<file path="src/rat_pkg.sv">
package rat_pkg;

  localparam logic [2:0] CMD_LOAD = 3'd0;
  localparam logic [2:0] CMD_ADD  = 3'd1;
  localparam logic [2:0] CMD_SUB  = 3'd2;
  localparam logic [2:0] CMD_MUL  = 3'd3;
  localparam logic [2:0] CMD_DIV  = 3'd4;

  typedef struct packed {
    logic load;
    logic mul;
    logic sum;
    logic gcd_start;
    logic gcd_step;
    logic div_start;
    logic div_step;
    logic div_done;
    logic apply;
  } rat_cmd_t;

  typedef struct packed {
    logic gcd_done;
    logic div_done;
  } rat_stat_t;

endpackage

</file>
<file path="src/rat_ctrl.sv">
module rat_ctrl #(
  parameter int WORD_BITS = 32
) (
  input  logic                clk_i,
  input  logic                rst_ni,
  input  logic                in_valid_i,
  output logic                in_stall_o,
  input  logic [2:0]          cmd_i,
  output logic                out_valid_o,
  input  logic                out_stall_i,
  input  rat_pkg::rat_stat_t  stat_i,
  output rat_pkg::rat_cmd_t   ctl_o
);
  import rat_pkg::*;

  localparam logic [2:0] S_IDLE = 3'd0;
  localparam logic [2:0] S_SUM  = 3'd1;
  localparam logic [2:0] S_GCD  = 3'd2;
  localparam logic [2:0] S_DIV  = 3'd3;
  localparam logic [2:0] S_OUT  = 3'd4;

  logic [2:0] state_q, state_d;
  logic       accept;

  assign in_stall_o  = (state_q != S_IDLE) || (out_valid_o && out_stall_i);
  assign accept      = in_valid_i && !in_stall_o;

  logic ov_q, ov_d;
  assign out_valid_o = ov_q;

  always_comb begin
    state_d = state_q;
    ov_d = ov_q && out_stall_i;
    ctl_o = '0;
    unique case (state_q)
      S_IDLE: begin
        if (accept) begin
          unique case (cmd_i)
            CMD_LOAD: begin
              ctl_o.load = 1'b1;
              state_d = S_OUT;
            end
            CMD_ADD, CMD_SUB, CMD_MUL, CMD_DIV: begin
              ctl_o.mul = 1'b1;
              state_d = S_SUM;
            end
            default: ov_d = 1'b1;
          endcase
        end
      end
      S_SUM: begin
        ctl_o.sum = 1'b1;
        ctl_o.gcd_start = 1'b1;
        state_d = S_GCD;
      end
      S_GCD: begin
        if (stat_i.gcd_done) begin
          ctl_o.div_start = 1'b1;
          state_d = S_DIV;
        end else begin
          ctl_o.gcd_step = 1'b1;
        end
      end
      S_DIV: begin
        if (stat_i.div_done) begin
          ctl_o.apply = 1'b1;
          state_d = S_OUT;
        end else begin
          ctl_o.div_step = 1'b1;
        end
      end
      S_OUT: begin
        if (!(ov_q && out_stall_i)) begin
          ov_d = 1'b1;
          state_d = S_IDLE;
        end
      end
      default: state_d = S_IDLE;
    endcase
  end

  always_ff @(posedge clk_i or negedge rst_ni) begin
    if (!rst_ni) begin
      state_q <= S_IDLE;
      ov_q <= 1'b0;
    end else begin
      state_q <= state_d;
      ov_q <= ov_d;
    end
  end

endmodule

</file>
<file path="config.mk">
export PLATFORM = sky130hd
export DESIGN_NAME = rat_ctrl
export DESIGN_NICKNAME = d
export VERILOG_FILES = /design/src/rat_pkg.sv /design/src/rat_ctrl.sv
export SDC_FILE = /design/constraint.sdc
export NUM_CORES = 1
export LEC_CHECK = 0
export ABC_AREA = 1
export BUFFER_PORTS_ARGS = -buffer_cell sky130_fd_sc_hd__buf_2
export CORE_AREA = 2 2 39 41
export DETAILED_ROUTE_END_ITERATION = 12
export DIE_AREA = 0 0 41 43
export PLACE_DENSITY_LB_ADDON = 0.12
export SYNTH_ARGS = -nofsm -noshare
export SYNTH_HDL_FRONTEND = slang
export SYNTH_SLANG_ARGS = --single-unit
</file>
<file path="constraint.sdc">
create_clock -name clk_i -period 1.3 [get_ports clk_i]
set_input_delay 0.26 -clock clk_i [delete_from_list [all_inputs] [get_ports clk_i]]
set_output_delay 0.26 -clock clk_i [all_outputs]
set_load 0.01 [all_outputs]
</file>
---- Word level (Yosys, flattened, before mapping) ----
Cells that the tools add are included.
operators by class
  reductions and logical operators ........ 10
  equal/unequal tests ..................... 13
  multiplexer cells ....................... 21
operators with widths
  operator            number
  $pmux 3 s5          1
  $eq 3x2->1 const B  4
  $mux 3              4
  $mux 1              10
  $mux 2              4
  $ne 2x2->1 const B  4
  $eq 3x1->1 const B  2
  $eq 3x3->1 const B  2
  $logic_not 3->1     2
  $pmux 3 s2          1
  $reduce_and 5->1    1
  $reduce_or 5->1     1
  $reduce_or 4->1     1
  $ne 3x1->1 const B  1
  $reduce_bool 3->1   1
  $logic_and 1x1->1   2
  $pmux 1 s2          1
  $logic_not 1->1     1
  $logic_or 1x1->1    1
word-level totals
  register bits after elaboration ......... 4
  word-level logic and storage cells ...... 46
  input bits .............................. 9
  output and inout port bits .............. 11

---- Logic depth before layout (Yosys ltp) ----
Gate-level depths: netlist of the first run.
  depth after elaboration ................. 6
  depth in mapped cells ................... 8
  mapped depth without buffers ............ 8

---- Worst setup path after synthesis of the first run ----
OpenSTA, ideal clock, no wires.
  path kind ............................... register to output
  start ................................... register state_q[1]
  end ..................................... output port ctl_o[7] (netlist name)
  arrival ................................. 0.960 ns
  slack ................................... 0.080 ns
  required time ........................... 1.040 ns
  cell stages (with the launch flop) ...... 6
  path buffers ............................ 0
  cells stage by stage .................... dfrtp_1 > nor2_2 > nand2_2 > inv_2 > nand3_1 > nor2_1
RTL lines
  item                      RTL line        RTL
  start: declaration        rat_ctrl.sv:22  logic [2:0] state_q, state_d;
  start signal: assignment  rat_ctrl.sv:87  state_q <= state_d;
  end: declaration          rat_ctrl.sv:12  output rat_pkg::rat_cmd_t ctl_o

==> summary by stage, run 1 <==
Yosys
The net count of the mapped netlist is 73. The share of the Yosys chip area taken by registers is 0.264. The synthesized cell area is 379 um^2.

The synthesis warning total is 0. Synthesis instantiated 15 different standard cells from the library. The average cell area after synthesis is 5.92 um^2. By area the synthesized netlist is led by sky130_fd_sc_hd__dfrtp_1 (26%), sky130_fd_sc_hd__nand2_1 (16%), sky130_fd_sc_hd__nor2_1 (9.9%).

The post-synthesis sequential element count is 4. sky130_fd_sc_hd__dfrtp_1 takes more of the synthesized area than any other cell. The share of synthesized area in the top cell type comes to 0.264. The post-synthesis instance total is 64.

Critical path
At the worst endpoint, the required time is 1040 ps. The type of origin of the critical path is a flop. The end of the worst register-to-register path is state_q[2].

The start of the worst register-to-register path is state_q[1]. The reg2reg setup slack is 60 ps. The depth of the most critical reg-to-reg path is 8. The path type of the worst setup path is flop to output port. In this run the worst setup path begins at state_q[1]. Of all nets on the critical path, the largest fanout is 4. The worst path arrival time is 1200 ps. The worst setup path is captured at an output port.

Floorplanning
The number of core rows is 14. Measured along the x axis, the die boundary spans 41 um. In this run the count of I/O pins placed on the die edge is 20.

The area enclosed by the die boundary is 0.00176 mm^2. The area of the core region is 0.00138 mm^2. In this run the vertical extent of the chip is 43 um. For this configuration, the core starts out at a cell density of 0.274.

Finish
The filler cells instantiated in the layout total 147. The library cell used most frequently in the layout, excluding fill and tap cells, is sky130_fd_sc_hd__buf_2. The number of diodes is 0. The area growth from synthesis to final layout is 61.4%. The finished cells cover approximately 600 um^2.

The top cell types in the final layout, fill and taps aside, are sky130_fd_sc_hd__buf_2 (18), sky130_fd_sc_hd__nand2_1 (15), sky130_fd_sc_hd__inv_1 (9), sky130_fd_sc_hd__nor2_1 (9), sky130_fd_sc_hd__buf_4 (7). The net count of the finished layout is about 100. Once layout is complete, the utilization of the core stands at 0.442. The share of final-layout standard cells stronger than drive strength 1 is 0.484.

Global route
The initial antenna violation count is 0. The first global-routing pass estimated roughly 1500 um of wire. Entering global routing, the biggest net connects 6 pins.

The number of global-route vias before repair is 423. Global routing finished with a remaining overflow of 0. For this run, the total global-route usage over all layers was measured as 0.128.

Clock network
CTS built an H-tree with a depth of 1. For the worst-skew pair, the clock arrives at the later sink with an insertion delay of 230 ps. After clock tree synthesis, the clock-pin slew on the worst setup and hold paths is 40 ps. The CTS tree is done. The CTS root buffer is sky130_fd_sc_hd__clkbuf_4. The worst-case clock buffer depth is 2. The TritonCTS sink count is 4. TritonCTS created 3 clock buffers.

Outcome
The flow ran to the end, but the final reports show violations. The final reports fail on setup timing.

STA
Setup violations remaining at the end of the flow were counted as 9. For the final routed database, the setup TNS stands at -1090 ps. The final worst clock skew is 4.68 ps. Based on the critical path, the design can be clocked at up to between 0.6 and 0.7 GHz.

Dividing the final minimum period by the clock period gives 1.12. The final critical path time including I/O delays and setup is about 1500 ps. The post-route worst setup slack is -162 ps. Setup repair after global routing could not meet its margin everywhere. The max-slew violation total from the final report came to 0.

The final hold violation count is 0.

Power
After layout, the design draws a total of 0.00130 W. Dividing total power by cell area gives a power density of 2120 mW/mm^2. VDD sags by at most 0.000957 V. The analysis attributes to cell leakage a power of 0.372 nW.

Drt
The remaining number of nets flagged by the antenna check after routing is 0. The final route contains about 490 vias. The DRC violation count after routing is 0. The number of detailed-route iterations in the first pass is 4. After detailed routing, the average wire length per cell comes to between 9 and 10 um.

For this block, the initial DRC count from the detailed router was 9. Wires add up to 986 um. In the routed layout, each cell is associated on average with a via count of ~4.5.

Min path
The worst hold path belongs to the class input pin to async pin.

Job
The tool flagged a number of max-cap violations equal to 0.

Place
At the end of routability-driven placement, the weighted congestion stood at roughly 0.70. Port buffering added 18 buffers. The instance area at placement is 489 um^2.

Once detailed placement completed, the half-perimeter wirelength came to 744 um.
-- cell usage after synthesis (all sizes together) --
| cell | number |
|---|---|
| nand4 | 2 |
| conb | 1 |
| dfrtp | 4 |
| o211ai | 1 |
| nor3 | 1 |
| buf | 2 |
| nor2 | 14 |
| inv | 11 |
| nand3 | 7 |
| nand2 | 18 |
| o21ai | 3 |
-- how the worst max path moves through the flow --
stage	slack, ps	endpoint	depth (start not counted)
floorplan	80	ctl_o[7]	5
global placement	60	ctl_o[7]	6
detailed placement	60	ctl_o[8]	6
CTS	-190	ctl_o[7]	6
global route	-280	ctl_o[7]	6
finish	-160	ctl_o[6]	6
-- flip-flops by register name (all words and copies together), names as in the netlist --
name         flops
state_q          3
out_valid_o      1
-- per-layer routing --
layer | global-route usage | part of all wire
met5 | 0 | 0
met4 | 0.0400 | 0
met3 | 0.0471 | 0.059
met2 | 0.200 | 0.50
met1 | 0.155 | 0.44
-- what timing repair did --
item	4_1_cts	5_1_grt
hold buffers	1	0
hold endpoints to repair	4	0
setup buffers	5	4
endpoints found under the setup margin	9	13
pin swaps	3	9
resized for setup	2	7
-- power by group --
| part | leakage [nW] | switching, W | internal (W) | total, W |
|---|---|---|---|---|
| Sequential | 0.0505 | 0.0000505 | 0.000184 | 0.000234 |
| Combinational | 0.308 | 0.000490 | 0.000422 | 0.000912 |
| Clock | 0.0138 | 0.0000478 | 0.000103 | 0.000151 |
| Total | 0.372 | 0.000588 | 0.000709 | 0.00130 |
-- stage by stage --
stage               hold WS [ps]  cells  setup slack [ps]
detailed placement          67.1     98              55.0
CTS                          346    107              -192
global placement            68.5     98              59.0
global route                 368    109              -284
finish                       364    109              -162
floorplan                  -35.6     64              80.3
-- critical path: stages, from the launching register on --
cell,delay [ps]
sky130_fd_sc_hd__dfrtp_1,400
sky130_fd_sc_hd__buf_4,150
sky130_fd_sc_hd__buf_6,100
sky130_fd_sc_hd__inv_1,40
sky130_fd_sc_hd__nand3_1,90
sky130_fd_sc_hd__inv_1,70
sky130_fd_sc_hd__buf_2,120
-- kinds of logic (layout without fill, tap and decap cells) --
family          count (synthesis)  in the layout  synth area share
compound gates                  4              4            0.0693
buf+inv                        13             42             0.149
simple gates                   42             42             0.508
other cells                     1              1           0.00989
flops                           4              4             0.264
-- area by class of cell --
class / instances / area [um^2] / area share
inverter: 11 / 41.3 / 0.0675
tap: 16 / 20.0 / 0.0327
clock buffer: 3 / 22.5 / 0.0368
timing repair buffer: 28 / 175 / 0.286
sequential: 4 / 101 / 0.166
multi-input combinational: 47 / 251 / 0.411
Power figures use the tool's default switching activity.
==> run 2: changes to the inputs <==
--- a/config.mk
+++ b/config.mk
@@ -5,7 +5,7 @@
 export SDC_FILE = /design/constraint.sdc
 export NUM_CORES = 1
 export LEC_CHECK = 0
-export ABC_AREA = 1
+export ABC_AREA = 0
 export BUFFER_PORTS_ARGS = -buffer_cell sky130_fd_sc_hd__buf_2
 export CORE_AREA = 2 2 39 41
 export DETAILED_ROUTE_END_ITERATION = 12
==> constraint.sdc (replaced) <==
create_clock -name clk_i -period 1.3 [get_ports clk_i]
set_input_delay 0.325 -clock clk_i [delete_from_list [all_inputs] [get_ports clk_i]]
set_output_delay 0.325 -clock clk_i [all_outputs]
set_load 0.01 [all_outputs]
==> run 2 against run 1 <==
The flow still finishes with violations (setup timing). Final area down 10%. Flip-flop and latch count is the same. Register-to-register slack better by 20 ps. Utilization down 4.4 points. Critical path type unchanged.
==> summary by stage, run 2 <==
Outcome
Status: complete, but fails checks (unchanged). Failing checks: setup timing (unchanged).

Finish
The number of diodes is 0 (unchanged). The count of fill cells added during filler insertion came to 144 (was 147). Most frequent cells in the layout: sky130_fd_sc_hd__buf_2 (16), sky130_fd_sc_hd__buf_4 (10), sky130_fd_sc_hd__nor2_1 (4), sky130_fd_sc_hd__dfrtp_1 (4) (was sky130_fd_sc_hd__buf_2 (18), sky130_fd_sc_hd__nand2_1 (15), sky130_fd_sc_hd__inv_1 (9), sky130_fd_sc_hd__nor2_1 (9), sky130_fd_sc_hd__buf_4 (7)). The share of final-layout standard cells stronger than drive strength 1 is 0.606 (was 0.484). The most frequent standard cell in the layout excluding fill and tap cells is sky130_fd_sc_hd__buf_2 (unchanged). The number of flip-flops under the largest register name is 3 (unchanged).

The register with the highest flop count is state_q (unchanged). The filler-free cell count of the finished design is 82 (was 109). The number of nets in the finished design is 77 (was 104). The area growth from synthesis to final layout is 81.8% (was 61.4%).

Yosys
The distinct cell type count after synthesis came to 22 (was 15). The share of synthesized flip-flops with an asynchronous set or reset is 1.00 (unchanged). Top cells by area in the synthesized netlist: sky130_fd_sc_hd__dfrtp_1 (33%), sky130_fd_sc_hd__nor2_1 (6.2%), sky130_fd_sc_hd__buf_4 (5.0%) (was sky130_fd_sc_hd__dfrtp_1 (26%), sky130_fd_sc_hd__nand2_1 (16%), sky130_fd_sc_hd__nor2_1 (9.9%)).

The dominant cell by count in the synthesized netlist was sky130_fd_sc_hd__nor2_1 (was sky130_fd_sc_hd__nand2_1). The post-synthesis instance total is 36 (was 64). The top cell type's share of synthesized area is 0.331 (was 0.264). The synthesized cell area is 303 um^2 (was 379 um^2). The post-synthesis sequential element count is 4 (unchanged). Cell types with the highest counts after synthesis: sky130_fd_sc_hd__nor2_1 (5), sky130_fd_sc_hd__dfrtp_1 (4), sky130_fd_sc_hd__nand2_1 (3) (was sky130_fd_sc_hd__nand2_1 (16), sky130_fd_sc_hd__nor2_1 (10), sky130_fd_sc_hd__inv_1 (9)).

The synthesis warning total is 0 (unchanged). The average cell area after synthesis is 8.41 um^2 (was 5.92 um^2). The library cell occupying the most area in the post-synthesis netlist is sky130_fd_sc_hd__dfrtp_1 (unchanged). The leading register cell type out of synthesis is sky130_fd_sc_hd__dfrtp_1 (unchanged). The net count of the mapped netlist is 45 (was 73).

The number of synthesized flops with an enable pin is 0 (unchanged). The sequential share of the synthesized area came to 0.331 (was 0.264).

Global route
The initial antenna violation count is 0 (unchanged). The global-route wire length before repair is 1360 um (was 1550 um). The total overflow reported by the global router is 0 (unchanged). The combined global-route utilization of all metal layers came to 0.119 (was 0.128).

The maximum number of pins on one net before global-route repair is 10 (was 6). The number of global-route vias before repair was 341 (was 423).

Critical path
The critical path's slowest cell is sky130_fd_sc_hd__dfrtp_1 (unchanged). The required time of the worst setup path is 980 ps (was 1040 ps). The source of the critical timing path is state_q[2] (was state_q[1]). The end of the worst register-to-register path was state_q[2] (unchanged). The maximum fanout count along the critical path is 4 (unchanged).

The delay of the slowest cell on the worst path is 420 ps (was 400 ps). The category of the worst setup path capture point is an output port (unchanged). The worst path arrival time was 1180 ps (was 1200 ps). The type of origin of the critical path was a flop (unchanged).

The path type of the worst setup path is flop to output port (unchanged). The depth of the most critical reg-to-reg path is 4 (was 8). Worst-path cell chain: buf_6 -> and4b_1 -> buf_2 (was buf_4 -> buf_6 -> inv_1 -> nand3_1 -> inv_1 -> buf_2). The reg2reg setup slack is 80 ps (was 60 ps). The start of the worst register-to-register path is state_q[0] (was state_q[1]).

STA
The max-slew violation total from the final report is 0 (unchanged). The count of final setup violators is 9 (unchanged). The final worst clock skew is 2.23 ps (was 4.68 ps). The final hold violation count is 0 (unchanged). The highest clock frequency the design can meet is 0.664 GHz (was 0.684 GHz).

RSZ-0062 raised after global routing: yes (unchanged). The post-route worst setup slack is -205 ps (was -162 ps). The final worst-path cycle share is 1.16 (was 1.12). The tightest hold margin was 356 ps (was 364 ps).

The final critical path time including I/O delays and setup is 1510 ps (was 1460 ps).

Clock network
The CTS buffer count is 3 (unchanged). The worst-skew pair later-pin latency was 230 ps (about the same). The CTS root buffer is sky130_fd_sc_hd__clkbuf_4 (unchanged).

The clock transition at the registers of the reported paths is 30 ps (was 40 ps). The TritonCTS sink count is 4 (unchanged). The CTS tree is done (unchanged). The worst-case clock buffer depth is 2 (unchanged). The number of H-tree levels is 1 (unchanged).

Drt
The remaining number of nets flagged by the antenna check after routing is 0 (unchanged). The ratio of routed vias to standard cells is 4.39 (was 4.51). The total number of vias is 360 (was 492). The final routed wire length divided by cell count is 9.99 um (was 9.05 um). The number of detailed-route iterations in the first pass is 4 (unchanged). The detailed router's first-iteration violation count was 4 (was 9). The total wirelength of the detailed-routed design is 819 um (was 986 um).

The DRC violation count after routing came to 0 (unchanged).

Floorplanning
The number of top-level pins came to 20 (unchanged). The area of the core region is 0.00138 mm^2 (unchanged). The floorplan die height is 43 um (unchanged). The number of core rows is 14 (unchanged).

The area enclosed by the die boundary is 0.00176 mm^2 (unchanged). The die span in x is 41 um (unchanged). The initial standard-cell utilization of the core came to 0.219 (was 0.274).

Place
The instance count after placement with tap cells included is 76 (was 98). The placer's final routability congestion estimate came to 0.656 (was 0.702). The worst slack after detailed placement is -93.0 ps (was 55.0 ps). The number of buffer cells added on primary ports came to 18 (unchanged). The post-DP HPWL is 651 um (was 744 um).

Power
The fraction of power spent switching nets is 0.400 (was 0.453). The cell internal power dissipation is 0.000687 W (was 0.000709 W). The power share of the sequential group is 0.197 (was 0.181). The standby leakage power came to 0.285 nW (was 0.372 nW).

The post-layout total power was 0.00115 W (was 0.00130 W). The part of the power in combinational logic is 0.675 (was 0.703). The largest vdd supply drop is 0.000774 V (was 0.000957 V). The power density over cell area is 2080 mW/mm^2 (was 2120 mW/mm^2). The relative contribution of the clock network to total power is 0.128 (was 0.116). The reported net switching power is 0.000459 W (was 0.000588 W).

Min path
The worst hold path begins at cmd_i[2]. Along the worst hold path, the cell count comes to 2. The worst hold path terminates at state_q[2]. The class of the tightest hold or removal check is input pin to flop (was input pin to async pin).

Job
The number of max-capacitance violations reported is 0 (unchanged).
[run 2: changes by cell type in the layout (fill, tap and decap cells not counted), sizes merged, moves of 3 or more]
cell	delta
nand2	-15
o21ai	-3
nor2	-8
inv	-11
nand3	-6
[run 2: worst max path at each step]
stage,to,slack (ps),cells past startpoint
final,ctl_o[0],-210,3
after global placement,ctl_o[7],-80,5
after detailed placement,ctl_o[7],-90,5
after CTS,ctl_o[0],-210,3
after floorplan,ctl_o[6],30,3
after global routing,ctl_o[8],-270,4
[run 2: layout make-up]
type	instances	area, um^2	share of cell area
Sequential cell	4	100	0.182
Tap cell	16	20.0	0.0364
Clock buffer	3	22.5	0.0409
Timing Repair Buffer	30	199	0.361
Multi-Input combinational cell	29	209	0.380
[run 2: worst max-delay path, delay by kind of cell, from the launching register on]
family	cells	cell delay (ps)
and+or+nand+nor	1	250
DFF	1	420
buffers and inverters	2	280
[run 2: cells by family after synthesis]
group	Yosys count	synth area share
AO/OA/AOI/OAI	9	0.219
flip-flops	4	0.331
AND/OR/NAND/NOR	18	0.322
XOR/XNOR	1	0.0289
other	1	0.0124
buffers and inverters	3	0.0868
[run 2: what timing repair did]
item                                    in CTS  in global routing
endpoints found under the setup margin       9                 10
buffers inserted                             1                  1
hold endpoints to repair                     4                  0
pin swaps                                    9                  3
gates resized for setup                      4                  5
gates cloned                                 0                  0
hold buffers                                 1                  0
[run 2: layer usage]
metal | vias to the layer above | GRT usage | part of all wire
li1 | 189 | - | -
met1 | 159 | 0.134 | 0.47
met2 | 12 | 0.175 | 0.47
met3 | 0 | 0.0628 | 0.060
met4 | 0 | 0.0600 | 0
met5 | - | 0 | 0
[run 2: through the flow]
stage | area [um^2] | setup TNS (ps) | utilization
2_1_floorplan | 308 | 0 | -
3_3_place_gp | 459 | -107 | 0.332
3_5_place_dp | 459 | -110 | 0.332
4_1_cts | 518 | -1460 | 0.374
5_1_grt | 551 | -1970 | 0.398
6_report | 551 | -1310 | 0.398
[run 2: power by group through the flow]
stage / registers, W / clock network (W) / logic (W)
2_1_floorplan: 0.000236 / 0 / 0.000346
3_3_place_gp: 0.000219 / 0 / 0.000642
3_5_place_dp: 0.000218 / 0 / 0.000638
4_1_cts: 0.000225 / 0.000156 / 0.000699
5_1_grt: 0.000231 / 0.000171 / 0.000851
6_report: 0.000225 / 0.000147 / 0.000773
==> run 3: changes to the inputs <==
==> constraint.sdc (replaced) <==
create_clock -name clk_i -period 1.6 [get_ports clk_i]
set_input_delay 0.4 -clock clk_i [delete_from_list [all_inputs] [get_ports clk_i]]
set_output_delay 0.4 -clock clk_i [all_outputs]
set_load 0.01 [all_outputs]
==> run 3 against run 2 <==
The run now ends clean. Flip-flop and latch count is the same. Cell count shrank 6.1%. Combinational power shrank 29%. Via count shrank 4.2%. Register-to-register slack gained 350 ps. Power shrank 26%. Wire length shrank 11%. Die area is the same. Final area shrank 8.2%. Sequential power shrank 20%. Non-clock buffer count shrank 5. Largest power group unchanged.
==> summary by stage, run 3 (synthesized netlist as in run 2, its figures left out) <==
Finish
The most frequent standard cell in the layout excluding fill and tap cells is sky130_fd_sc_hd__buf_2 (unchanged). The number of flip-flops under the largest register name is 3 (unchanged). The number of nets in the finished design is 72 (was 77). The count of fill cells added during filler insertion is 157 (was 144). Most frequent cells in the layout: sky130_fd_sc_hd__buf_2 (16), sky130_fd_sc_hd__buf_4 (5), sky130_fd_sc_hd__nor2_1 (4), sky130_fd_sc_hd__dfrtp_1 (4) (was sky130_fd_sc_hd__buf_2 (16), sky130_fd_sc_hd__buf_4 (10), sky130_fd_sc_hd__nor2_1 (4), sky130_fd_sc_hd__dfrtp_1 (4)). The number of diodes is 0 (unchanged). The register with the highest flop count is state_q (unchanged). The share of final-layout standard cells stronger than drive strength 1 came to 0.541 (was 0.606). The filler-free cell count of the finished design is 77 (was 82).

The area growth from synthesis to final layout is 66.9% (was 81.8%).

Critical path
The end of the worst register-to-register path was state_q[2] (unchanged). The delay of the slowest cell on the worst path is 400 ps (was 420 ps). The required time of the worst setup path is 1200 ps (was 980 ps). The maximum fanout count along the critical path was 6 (was 4). The reg2reg setup slack is 430 ps (was 80 ps). The combined buffer and inverter count along the critical path is 2 (unchanged). The depth of the critical timing path with buffers and inverters included is 3 (unchanged). The critical path's slowest cell is sky130_fd_sc_hd__dfrtp_1 (unchanged). Worst-path cell chain: buf_6 -> and4b_1 -> buf_2 (unchanged).

The largest delay contributor family on the critical path is flip-flops (unchanged). The type of origin of the critical path is a flop (unchanged). The path type of the worst setup path is flop to output port (unchanged). The start of the worst register-to-register path was state_q[0] (unchanged). The depth of the most critical reg-to-reg path came to 4 (unchanged). The worst path arrival time is 1160 ps (was 1180 ps). The category of the worst setup path capture point is an output port (unchanged).

STA
The final hold violation count was 0 (unchanged). Of the available clock period, the critical path in the final layout requires 0.976. The count of final setup violators came to 0 (was 9). The max-slew violation total from the final report came to 0 (unchanged). RSZ-0062 raised after global routing: yes (unchanged). The final critical path time including I/O delays and setup is 1560 ps.

The post-route worst setup slack is 37.7 ps (was -205 ps). Timing would allow up to 0.640 GHz. The final worst clock skew is 1.72 ps (was 2.23 ps).

Global route
The number of global-route vias before repair is 307 (was 341). The global-route wire length before repair is 1200 um (was 1360 um). The maximum number of pins on one net before global-route repair is 10 (unchanged). The combined global-route utilization of all metal layers is 0.110 (was 0.119). The total overflow reported by the global router is 0 (unchanged).

The initial antenna violation count came to 0 (unchanged).

Drt
The total number of vias was 345 (was 360). The DRC violation count after routing is 0 (unchanged). The ratio of routed vias to standard cells was 4.48 (was 4.39). The detailed router's first-iteration violation count is 1 (was 4). The total wirelength of the detailed-routed design is 727 um (was 819 um). The remaining number of nets flagged by the antenna check after routing is 0 (unchanged). The number of detailed-route iterations in the first pass came to 2 (was 4).

The final routed wire length divided by cell count is 9.44 um (was 9.99 um).

Min path
The launch point of the worst hold path is cmd_i[2] (unchanged). The worst-case hold path end point is state_q[2] (unchanged). The class of the tightest hold or removal check is input pin to flop (unchanged). The hold-critical path depth is 2 (unchanged).

Floorplanning
The number of top-level pins is 20 (unchanged). The number of core rows is 14 (unchanged). The area enclosed by the die boundary is 0.00176 mm^2 (unchanged). The initial standard-cell utilization of the core is 0.219 (unchanged).

The die span in x is 41 um (unchanged). The floorplan die height is 43 um (unchanged). The area of the core region is 0.00138 mm^2 (unchanged).

Outcome
Status: finished clean (was complete, but fails checks).

Power
The post-layout total power was 0.000844 W (was 0.00115 W). The standby leakage power was 0.260 nW (was 0.285 nW). The reported net switching power is 0.000342 W (was 0.000459 W).

The largest vdd supply drop is 0.000510 V (was 0.000774 V). The power density over cell area came to 1670 mW/mm^2 (was 2080 mW/mm^2). The fraction of power spent switching nets was 0.406 (was 0.400). The part of the power in combinational logic is 0.646 (was 0.675).

The relative contribution of the clock network to total power is 0.143 (was 0.128). The cell internal power dissipation was 0.000502 W (was 0.000687 W). The power share of the sequential group is 0.212 (was 0.197).

Place
The worst slack after detailed placement was 50.4 ps (was -93.0 ps). The instance count after placement with tap cells included was 71 (was 76). The number of buffer cells added on primary ports is 18 (unchanged).

The post-DP HPWL came to 601 um (was 651 um). The placer's final routability congestion estimate was 0.658 (was 0.656).

Clock network
The clock transition at the registers of the reported paths is 30 ps (about the same). The CTS root buffer is sky130_fd_sc_hd__clkbuf_4 (unchanged). The worst-case clock buffer depth is 2 (unchanged).

The worst-skew pair later-pin latency came to 230 ps (about the same). The CTS buffer count is 3 (unchanged). The CTS tree is done (unchanged). The number of H-tree levels is 1 (unchanged).

The TritonCTS sink count is 4 (unchanged).

Job
The number of max-capacitance violations reported came to 0 (unchanged).
[run 3: cell count changes in the layout (fill, tap and decap cells not counted)]
| cell | delta |
|---|---|
| sky130_fd_sc_hd__o31ai_2 | -1 |
| sky130_fd_sc_hd__o31ai_1 | +1 |
| sky130_fd_sc_hd__nand2_2 | -1 |
| sky130_fd_sc_hd__nand2_1 | +1 |
| sky130_fd_sc_hd__buf_4 | -5 |
[run 3: timing repair]
item | 4_1_cts | 5_1_grt
setup endpoints to repair | 2 | 6
pin swaps | 1 | 2
cloned | 0 | 0
hold buffers | 1 | 0
setup buffers | 1 | 1
gates resized for setup | 3 | 5
endpoints found under the hold margin | 4 | 0
[run 3: worst max-delay path by stage]
stage	to	slack, ps	startpoint
2_1_floorplan	ctl_o[8]	200	state_q[1]
3_3_place_gp	ctl_o[7]	60	cmd_i[1]
3_5_place_dp	ctl_o[7]	50	cmd_i[1]
4_1_cts	ctl_o[8]	7	out_valid_o
5_1_grt	ctl_o[8]	-60	out_valid_o
6_report	ctl_o[0]	40	state_q[2]
[run 3: per-layer routing]
metal  vias up  part of all wire  track usage
met3         2              0.11       0.0785
met4         0             0.018       0.0600
met1       151              0.44        0.120
met2        17              0.43        0.150
li1        175                 -            -
met5         -                 0            0
[run 3: power by group through the flow]
stage | registers [W] | clock network (W) | logic, W
after global placement | 0.000178 | 0 | 0.000459
after floorplan | 0.000192 | 0 | 0.000279
after CTS | 0.000180 | 0.000128 | 0.000488
final | 0.000179 | 0.000120 | 0.000545
after global routing | 0.000183 | 0.000144 | 0.000618
after detailed placement | 0.000177 | 0 | 0.000455
[run 3: stage by stage]
step | hold slack [ps] | setup TNS, ps | instance area [um^2] | util
finish | 418 | 0 | 505 | 0.365
global route | 411 | -174 | 505 | 0.365
CTS | 414 | 0 | 470 | 0.340
detailed placement | 208 | 0 | 417 | 0.301
global placement | 207 | 0 | 417 | 0.301
floorplan | 104 | 0 | 303 | -
[run 3: area by class of cell]
cell class	count	area, um^2	share of cell area
Sequential cell	4	100	0.198
Tap cell	16	20.0	0.0396
Clock buffer	3	22.5	0.0446
Multi-Input combinational cell	29	201	0.399
Timing Repair Buffer	25	161	0.319
